--- src/rtl/core/mbfc_pkg.sv ---
`default_nettype none

package mbfc_pkg;

    // operation codes
    localparam logic [2:0] FUNC_MBF32_TO_IEEE32 = 3'd0;
    localparam logic [2:0] FUNC_MBF64_TO_IEEE64 = 3'd1;
    localparam logic [2:0] FUNC_IEEE32_TO_MBF32 = 3'd2;
    localparam logic [2:0] FUNC_IEEE64_TO_MBF64 = 3'd3;
    localparam logic [2:0] FUNC_MBF64_TO_MBF32  = 3'd4;

    localparam int MBF_EXP_W  = 8;
    localparam int MBF_MAN_W  = 55;
    localparam int MBF32_MAN_W = 23;
    localparam int IEEE_W     = 64;
    localparam int DBL_EXP_W  = 11;
    localparam int DBL_MAN_W  = 52;

    // mbf exponent e maps to ieee double exponent e + 894
    localparam logic [DBL_EXP_W-1:0] DBL_EXP_OFFSET = 11'd894;
    localparam logic [DBL_EXP_W-1:0] DBL_EXP_SAT    = 11'd1150;
    localparam logic [DBL_EXP_W-1:0] DBL_EXP_SPECIAL = 11'd2047;
    localparam logic [MBF_EXP_W-1:0] SGL_EXP_SPECIAL = 8'd255;
    localparam logic [MBF_EXP_W-1:0] SGL_EXP_SAT     = 8'd254;
    localparam logic [MBF_EXP_W-1:0] MBF_EXP_MAX     = 8'd255;
    localparam logic [31:0]          HALF_LSB32      = 32'h8000_0000;

    localparam logic [MBF_MAN_W-1:0] MAN_ALL_ONES55 = {MBF_MAN_W{1'b1}};
    localparam logic [MBF_MAN_W-1:0] MAN_ALL_ONES23 =
        {{(MBF_MAN_W-MBF32_MAN_W){1'b0}}, {MBF32_MAN_W{1'b1}}};

    typedef struct packed {
        logic [2:0]           func;
        logic                 in_sign;
        logic [MBF_EXP_W-1:0] in_exponent;
        logic [MBF_MAN_W-1:0] in_mantissa;
        logic [IEEE_W-1:0]    in_ieee_word;
    } t_in_item;

    typedef struct packed {
        logic [IEEE_W-1:0]    out_ieee_word;
        logic                 out_sign;
        logic [MBF_EXP_W-1:0] out_exponent;
        logic [MBF_MAN_W-1:0] out_mantissa;
    } t_out_item;

endpackage

`default_nettype wire

--- src/rtl/core/mbf_ieee_format_converter.sv ---
// an accepted start passes the operand register r_in and then the result register r_result before the o_done strobe
// throughput: one item per cycle, o_busy is always low
// the result is shown for exactly one cycle; the receiver cannot stall it
// reset: synchronous active-low i_rst_n clears the valid flags only,
// no item in flight survives a reset
`default_nettype none

module mbf_ieee_format_converter
    import mbfc_pkg::*;
(
    input  wire logic      i_clk,
    input  wire logic      i_rst_n,
    input  wire logic      i_start,
    input  wire t_in_item  i_item,
    output logic           o_busy,
    output logic           o_done,
    output t_out_item      o_result
);

    // stage 1: operand register
    t_in_item  r_in;
    logic      r_in_vld;
    // stage 2: result register
    t_out_item r_result;
    logic      r_done;
    t_out_item n_result;

    logic accept;

    // fields of the registered operand
    logic                 sign;
    logic [MBF_EXP_W-1:0] mexp;
    logic [MBF_MAN_W-1:0] mman;
    logic [IEEE_W-1:0]    word;

    // mbf64 -> ieee64 rounding path
    logic [DBL_EXP_W-1:0]           d_exp;
    logic                           d_round;
    logic [DBL_EXP_W+DBL_MAN_W-1:0] d_body;

    // ieee single fields
    logic                 s_sign;
    logic [MBF_EXP_W-1:0] s_exp;

    // ieee double fields
    logic                 q_sign;
    logic [DBL_EXP_W-1:0] q_exp;
    logic [DBL_EXP_W-1:0] q_exp_mbf;

    // mbf64 -> mbf32 rounding path
    logic [31:0]                    n_low;
    logic                           n_up;
    logic [MBF_EXP_W+MBF32_MAN_W:0] n_sum;

    // the unit never stalls
    assign o_busy = 1'b0;
    assign accept = i_start && !o_busy;

    assign sign = r_in.in_sign;
    assign mexp = r_in.in_exponent;
    assign mman = r_in.in_mantissa;
    assign word = r_in.in_ieee_word;

    // rebias by 894, drop 3 mantissa bits, round to nearest even;
    // a carry out of the mantissa walks straight into the exponent field
    assign d_exp   = {{(DBL_EXP_W-MBF_EXP_W){1'b0}}, mexp} + DBL_EXP_OFFSET;
    assign d_round = mman[2] && ((mman[1:0] != 2'b00) || mman[3]);
    assign d_body  = {d_exp, mman[MBF_MAN_W-1:3]}
                   + {{(DBL_EXP_W+DBL_MAN_W-1){1'b0}}, d_round};

    assign s_sign = word[31];
    assign s_exp  = word[30:23];

    assign q_sign    = word[63];
    assign q_exp     = word[62:52];
    assign q_exp_mbf = q_exp - DBL_EXP_OFFSET;

    // keep the top 23 bits, round on the low 32, ties to even;
    // the 9-bit exponent plus mantissa sum flags overflow in its top bit
    assign n_low = mman[31:0];
    assign n_up  = (n_low > HALF_LSB32) || ((n_low == HALF_LSB32) && mman[32]);
    assign n_sum = {1'b0, mexp, mman[MBF_MAN_W-1:32]}
                 + {{(MBF_EXP_W+MBF32_MAN_W){1'b0}}, n_up};

    always_comb begin
        n_result = '0;
        case (r_in.func)
            FUNC_MBF32_TO_IEEE32: begin
                if (mexp == '0) begin
                    n_result.out_ieee_word = '0;
                end else if (mexp <= 8'd2) begin
                    // too small for a normal single: signed zero
                    n_result.out_ieee_word = {32'd0, sign, 31'd0};
                end else begin
                    n_result.out_ieee_word = {32'd0, sign, mexp - 8'd2,
                                              mman[MBF32_MAN_W-1:0]};
                end
            end
            FUNC_MBF64_TO_IEEE64: begin
                if (mexp != '0) begin
                    n_result.out_ieee_word = {sign, d_body};
                end
            end
            FUNC_IEEE32_TO_MBF32: begin
                if (s_exp == SGL_EXP_SPECIAL || s_exp >= SGL_EXP_SAT) begin
                    // inf, nan and exponent overflow saturate
                    n_result.out_sign     = s_sign;
                    n_result.out_exponent = MBF_EXP_MAX;
                    n_result.out_mantissa = MAN_ALL_ONES23;
                end else if (s_exp != '0) begin
                    n_result.out_sign     = s_sign;
                    n_result.out_exponent = s_exp + 8'd2;
                    n_result.out_mantissa =
                        {{(MBF_MAN_W-MBF32_MAN_W){1'b0}}, word[MBF32_MAN_W-1:0]};
                end
            end
            FUNC_IEEE64_TO_MBF64: begin
                if (q_exp == DBL_EXP_SPECIAL || q_exp >= DBL_EXP_SAT) begin
                    n_result.out_sign     = q_sign;
                    n_result.out_exponent = MBF_EXP_MAX;
                    n_result.out_mantissa = MAN_ALL_ONES55;
                end else if (q_exp > DBL_EXP_OFFSET) begin
                    n_result.out_sign     = q_sign;
                    n_result.out_exponent = q_exp_mbf[MBF_EXP_W-1:0];
                    n_result.out_mantissa = {word[DBL_MAN_W-1:0], 3'b000};
                end
            end
            FUNC_MBF64_TO_MBF32: begin
                if (mexp != '0) begin
                    n_result.out_sign = sign;
                    if (n_sum[MBF_EXP_W+MBF32_MAN_W]) begin
                        n_result.out_exponent = MBF_EXP_MAX;
                        n_result.out_mantissa = MAN_ALL_ONES23;
                    end else begin
                        n_result.out_exponent =
                            n_sum[MBF_EXP_W+MBF32_MAN_W-1:MBF32_MAN_W];
                        n_result.out_mantissa =
                            {{(MBF_MAN_W-MBF32_MAN_W){1'b0}},
                             n_sum[MBF32_MAN_W-1:0]};
                    end
                end
            end
            default: begin
                // unused codes give an all-zero item
                n_result = '0;
            end
        endcase
    end

    // valid flags
    always_ff @(posedge i_clk) begin
        if (!i_rst_n) begin
            r_in_vld <= 1'b0;
            r_done   <= 1'b0;
        end else begin
            r_in_vld <= accept;
            r_done   <= r_in_vld;
        end
    end

    // payload registers, no reset
    always_ff @(posedge i_clk) begin
        if (accept) begin
            r_in <= i_item;
        end
        if (r_in_vld) begin
            r_result <= n_result;
        end
    end

    assign o_done   = r_done;
    assign o_result = r_result;

    // every accepted item comes out through r_in_vld and then r_done
    a_latency: assert property (@(posedge i_clk) disable iff (!i_rst_n)
        accept |-> ##2 o_done)
        else $error("accepted item did not complete after two cycles");

    // ieee and mbf result fields never carry data at once
    a_exclusive: assert property (@(posedge i_clk) disable iff (!i_rst_n)
        (o_done && o_result.out_ieee_word != '0) |->
        (!o_result.out_sign && o_result.out_exponent == '0 &&
         o_result.out_mantissa == '0))
        else $error("ieee and mbf result fields both set");

    // an mbf zero is all zero
    a_mbf_zero: assert property (@(posedge i_clk) disable iff (!i_rst_n)
        (o_done && o_result.out_exponent == '0) |->
        (!o_result.out_sign && o_result.out_mantissa == '0))
        else $error("mbf zero with nonzero sign or mantissa");

endmodule

`default_nettype wire

--- config.mk ---
export PLATFORM = sky130hd
export DESIGN_NAME = mbf_ieee_format_converter
export DESIGN_NICKNAME = d
export VERILOG_FILES = /design/src/rtl/core/mbfc_pkg.sv /design/src/rtl/core/mbf_ieee_format_converter.sv
export SDC_FILE = /design/constraint.sdc
export NUM_CORES = 1
export LEC_CHECK = 0
export BUFFER_PORTS_ARGS = -buffer_cell sky130_fd_sc_hd__buf_2
export CAP_MARGIN = 20
export CORE_UTILIZATION = 40
export DETAILED_ROUTE_END_ITERATION = 8
export SYNTH_ARGS = -nofsm -noshare
export SYNTH_HDL_FRONTEND = slang
export SYNTH_SLANG_ARGS = --single-unit
--- constraint.sdc ---
create_clock -name i_clk -period 4.8 [get_ports i_clk]
set_input_delay 0.24 -clock i_clk [delete_from_list [all_inputs] [get_ports i_clk]]
set_output_delay 0.24 -clock i_clk [all_outputs]
set_load 0.01 [all_outputs]
# Word-level counts from Yosys, hierarchy flattened

Index checks and enable logic that the tools add are counted.

Bits in registers: 261
Output and inout port bits: 130
Logic and storage cells: 51

Magnitude comparators: 5
Reductions and logical operators: 11
Multiplexer cells: 11
Equal/unequal tests: 7
$add $sub $neg: 6

Operators by type and width:

| kind                    | number |
|---|---|
| $mux W64                | 6 |
| $pmux W64 S3            | 1 |
| $pmux W64 S2            | 1 |
| $add A63 B1 Y63         | 1 |
| $mux W63                | 1 |
| $add A31 B1 Y32         | 1 |
| $eq A32 B32 Y1 const B  | 1 |
| $gt A32 B32 Y1 const B  | 1 |
| $mux W32                | 1 |
| $mux W31                | 1 |
| $reduce_bool A8 Y1      | 2 |
| $add A8 B10 Y11 const B | 1 |
| $eq A11 B11 Y1 const B  | 1 |
| $ge A11 B11 Y1 const B  | 1 |
| $gt A11 B10 Y1 const B  | 1 |
| $add A8 B2 Y8 const B   | 1 |
| $eq A8 B8 Y1 const B    | 1 |
| $ge A8 B8 Y1 const B    | 1 |
| $le A8 B2 Y1 const B    | 1 |
| $logic_not A8 Y1        | 1 |
| $sub A8 B2 Y8 const B   | 1 |
| $sub A8 B7 Y8 const B   | 1 |
| $eq A3 B2 Y1 const B    | 2 |
| $logic_or A1 B1 Y1      | 4 |
| other kinds (5)         | 6 |

# Depth between registers and ports, before layout

Word-level depth: 7
Depth in mapped cells: 12

# Worst setup path after synthesis

OpenSTA, ideal clock, no wires.

Path type: register to register
From: register r_in_vld
To: register r_result, in the netlist o_result[0], enable pin
Stages on the path, launching flop included: 1
Library setup time: 0.499 ns
Data arrival time: 3.085 ns
Path slack: 1.216 ns
Path through: dfxtp_1

RTL lines:

| what                   | line                             | source |
|---|---|---|
| from (decl)            | mbf_ieee_format_converter.sv:22  | `logic r_in_vld;` |
| from (signal assigned) | mbf_ieee_format_converter.sv:156 | `r_in_vld <= accept;` |
| to (signal assigned)   | mbf_ieee_format_converter.sv:167 | `r_result <= n_result;` |
| to (decl)              | mbf_ieee_format_converter.sv:24  | `t_out_item r_result;` |

No word-level cell between the ends.

==> impl_metrics.ini <==
[outcome]
status = finished clean

[logic_synthesis]
synth-edff-count = 259
syn_avg_cell_area_um2 = 12.35
synthFlopType = edfxtp_1
netlist_area_um2 = 11970
yosysSeqAreaShare_pct = 65.32
syn_nets = 1110
yosysWarnings = 0
ys_types = 65
async_reset_ff_share_pct = 0
synth-seq-cells = 261
synth_cells = 969

[pwr]
pwr-share-seq_pct = 51.8
switching_share_pct = 24.28
combPwrFrac_pct = 10.6
power.density_nw_per_um2 = 349.9
p_sw_mw = 1.345
p_int_mw = 4.196
leakagePower_nw = 5.727
ir_drop_mv = 0.2554
clockPowerShare_pct = 37.6

[detailed_routing]
first_pass_iters = 5
drc = 0
wl_per_cell_um = 19.64
wirelength_mm = 34.33
dr_total_vias = 9396
routed_via_density = 5.375
drt_iter0_drc = 742
postRouteAntennaNets = 0

[worst_setup_path]
path_max_fanout = 21
crit_type = reg2reg
critical_path.max_stage_delay_ns = 0.81
crit_cells = 9
path_cells = nor4_1 > nand4_1 > o21a_1 > ha_1 > inv_1 > or4_1 > nor4_4 > a21oi_2 > o211ai_1
critPathBufInv = 1
arrival_ns = 3.81
startpoint_type = register
rr_worst_depth = 9
cp-end-kind = register
crit_slowest_cell = nor4_4
critPathTopFamily = simple AND/OR/NAND/NOR gates
required_ns = 5.19

[die]
start_util_pct = 41.14
fp.coreArea_um2 = 29090
row_count = 62
die_h_um = 175.0
top_level_ports = 264
die_w_um = 175.0
dieArea_um2 = 30610

[global_routing]
grt-ovfl-total = 0
grt_pass1_vias = 8991
grt_first_pass_wirelength_mm = 51.48
grt_max_degree = 97
track_usage_pct = 21.85
antenna_found_initial = 0

[sta]
finalSetupViolations = 0
hold_viol = 0
max_freq_mhz = 292.4
slew_headroom_pct = 32.21
rsz0062_at_grt = false
slew_viol_final = 0
fin_crit_sh_pct = 71.25
fin_skew_ns = 0.01294
fin_setup_tns_ns = 0
layout_min_cycle_time_ns = 3.420
tightest_slew_ns = 1.009

[clock_tree]
ctsResizeCount = 0
cts_htree_levels = 1
insertion_delay_ns = 0.55
cts_tree = done
cts_sinks = 261
cts_setup_buffers = 0
cts_inserted_buffers = 29
clk_pin_slew_ns = 0.06
cts_root_buf = clkbuf_16
cts.path.max_buffers = 3

[min_path]
hp-class = in2reg
hold_path_depth = 1

[placed_design]
port-buffer-count = 262
routabilityCongestion = 0.8536
postPlaceCellArea_um2 = 13630
post-dp-hpwl_mm = 23.58

[run]
max_cap_viol_count = 0

[cells_and_area]
fin_area_um2 = 15830
nets = 1485
diodes = 0
syn_to_final_growth_pct = 32.30
fillers = 2493
drive_above_1_share_pct = 24.63
==> final timing paths <==
path / from / endpoint / slack (ns)
worst max-delay path: mman[15] / o_result[18] / 1.38
worst min-delay path: i_start / word[32] / 0.29
worst max register to register: mman[15] / o_result[18] / 1.38
worst min register to register: word[51] / o_result[54] / 0.52
==> flip-flops by register name, summed over array words and instances, names as in the netlist <==
name / count
mman: 55
word: 64
r_in_vld: 1
o_done: 1
sign: 1
o_result: 128
mexp: 8
r_in: 3
==> cell usage in the layout (no fill, tap or decap), types with 13 or more instances in the layout <==
cell type | netlist | routed
buf_2 | 23 | 261
nand2_1 | 114 | 114
clkbuf_16 | 0 | 29
nor3_1 | 17 | 16
a21oi_1 | 40 | 40
nor4_1 | 24 | 24
inv_1 | 13 | 13
o21ai_0 | 80 | 80
buf_4 | 1 | 14
edfxtp_1 | 259 | 259
nand3_1 | 46 | 46
or3_1 | 17 | 17
xor2_1 | 39 | 39
nand4_1 | 37 | 37
xnor2_1 | 32 | 32
dlygate4sd3_1 | 0 | 132
nor2_1 | 31 | 31
or4_1 | 13 | 13
==> layer usage <==
metal	GRT usage [%]	share of wire, %
met1	30.42	44
met2	35.23	46
met3	3.068	6.7
met4	7.101	2.9
met5	0	0
==> cell usage after synthesis (3+ instances only) <==
master | n | share of area [%]
edfxtp_1 | 259 | 65
nand2_1 | 114 | 3.6
o21ai_0 | 80 | 3.3
nand3_1 | 46 | 1.9
a21oi_1 | 40 | 1.7
xor2_1 | 39 | 2.9
clkbuf_1 | 38 | 1.2
nand4_1 | 37 | 1.9
xnor2_1 | 32 | 2.3
nor2_1 | 31 | 0.97
nor4_1 | 24 | 1.3
buf_2 | 23 | 0.96
nor3_1 | 17 | 0.71
or3_1 | 17 | 0.89
inv_1 | 13 | 0.41
or4_1 | 13 | 0.82
o22ai_1 | 10 | 0.52
and2_1 | 9 | 0.47
and3_1 | 9 | 0.47
o31ai_1 | 8 | 0.50
and4_1 | 7 | 0.51
ha_1 | 7 | 0.73
o21a_1 | 7 | 0.44
o211ai_1 | 6 | 0.38
nor2b_1 | 5 | 0.26
nor3b_1 | 5 | 0.31
o31a_1 | 5 | 0.37
a22oi_1 | 4 | 0.25
a31oi_1 | 4 | 0.21
nand2b_1 | 4 | 0.21
nor4_2 | 4 | 0.42
a21boi_0 | 3 | 0.19
mux2i_1 | 3 | 0.25
nand4_2 | 3 | 0.31
o2111ai_1 | 3 | 0.22
o21ai_1 | 3 | 0.13
==> power groups by stage <==
| stage | clock network (mW) | registers (mW) | logic, mW |
|---|---|---|---|
| floorplan | 0 | 2.90 | 0.233 |
| global placement | 0 | 2.91 | 0.496 |
| detailed placement | 0 | 2.91 | 0.499 |
| CTS | 2.13 | 2.87 | 0.586 |
| global route | 2.21 | 2.89 | 0.636 |
| finish | 2.08 | 2.87 | 0.585 |
==> area by class of cell <==
class,instances,area [um2],area share (%)
inverters,13,48.80,0.3082
clock buffers,37,755.7,4.773
repair buffers,408,2744,17.33
clock inverters,14,123.9,0.7823
well taps,384,480.5,3.034
multi-input cells,631,3860,24.38
flip-flops and latches,261,7821,49.40
==> stage by stage <==
stage	utilization, %	instances	power, mW	hold WS, ns	setup slack [ns]
2_1_floorplan	-	969	3.133	0.3389	1.216
3_3_place_gp	46.86	1565	3.407	0.4174	1.511
3_5_place_dp	46.86	1565	3.414	0.4181	1.426
4_1_cts	54.43	1748	5.586	0.3130	1.411
5_1_grt	54.43	1748	5.734	0.3274	1.141
6_report	54.43	1748	5.541	0.2919	1.380
==> kinds of logic (layout without fill, tap and decap cells) <==
logic type | Yosys count | count (layout) | share of synthesized area [%]
flops | 261 | 261 | 65.32
other cells | 1 | 1 | 0.03133
simple gates | 358 | 358 | 16.15
xor+xnor | 71 | 71 | 5.196
compound gates | 190 | 190 | 9.514
mux | 4 | 4 | 0.3450
buf+inv | 77 | 472 | 2.708
fa+ha+maj | 7 | 7 | 0.7318
==> timing repair <==
item | CTS | global route
endpoints found under the setup margin | 0 | 0
hold buffers | 132 | 0
hold endpoints to repair | 133 | 0
Note: power is estimated with default switching activity, not from simulation.
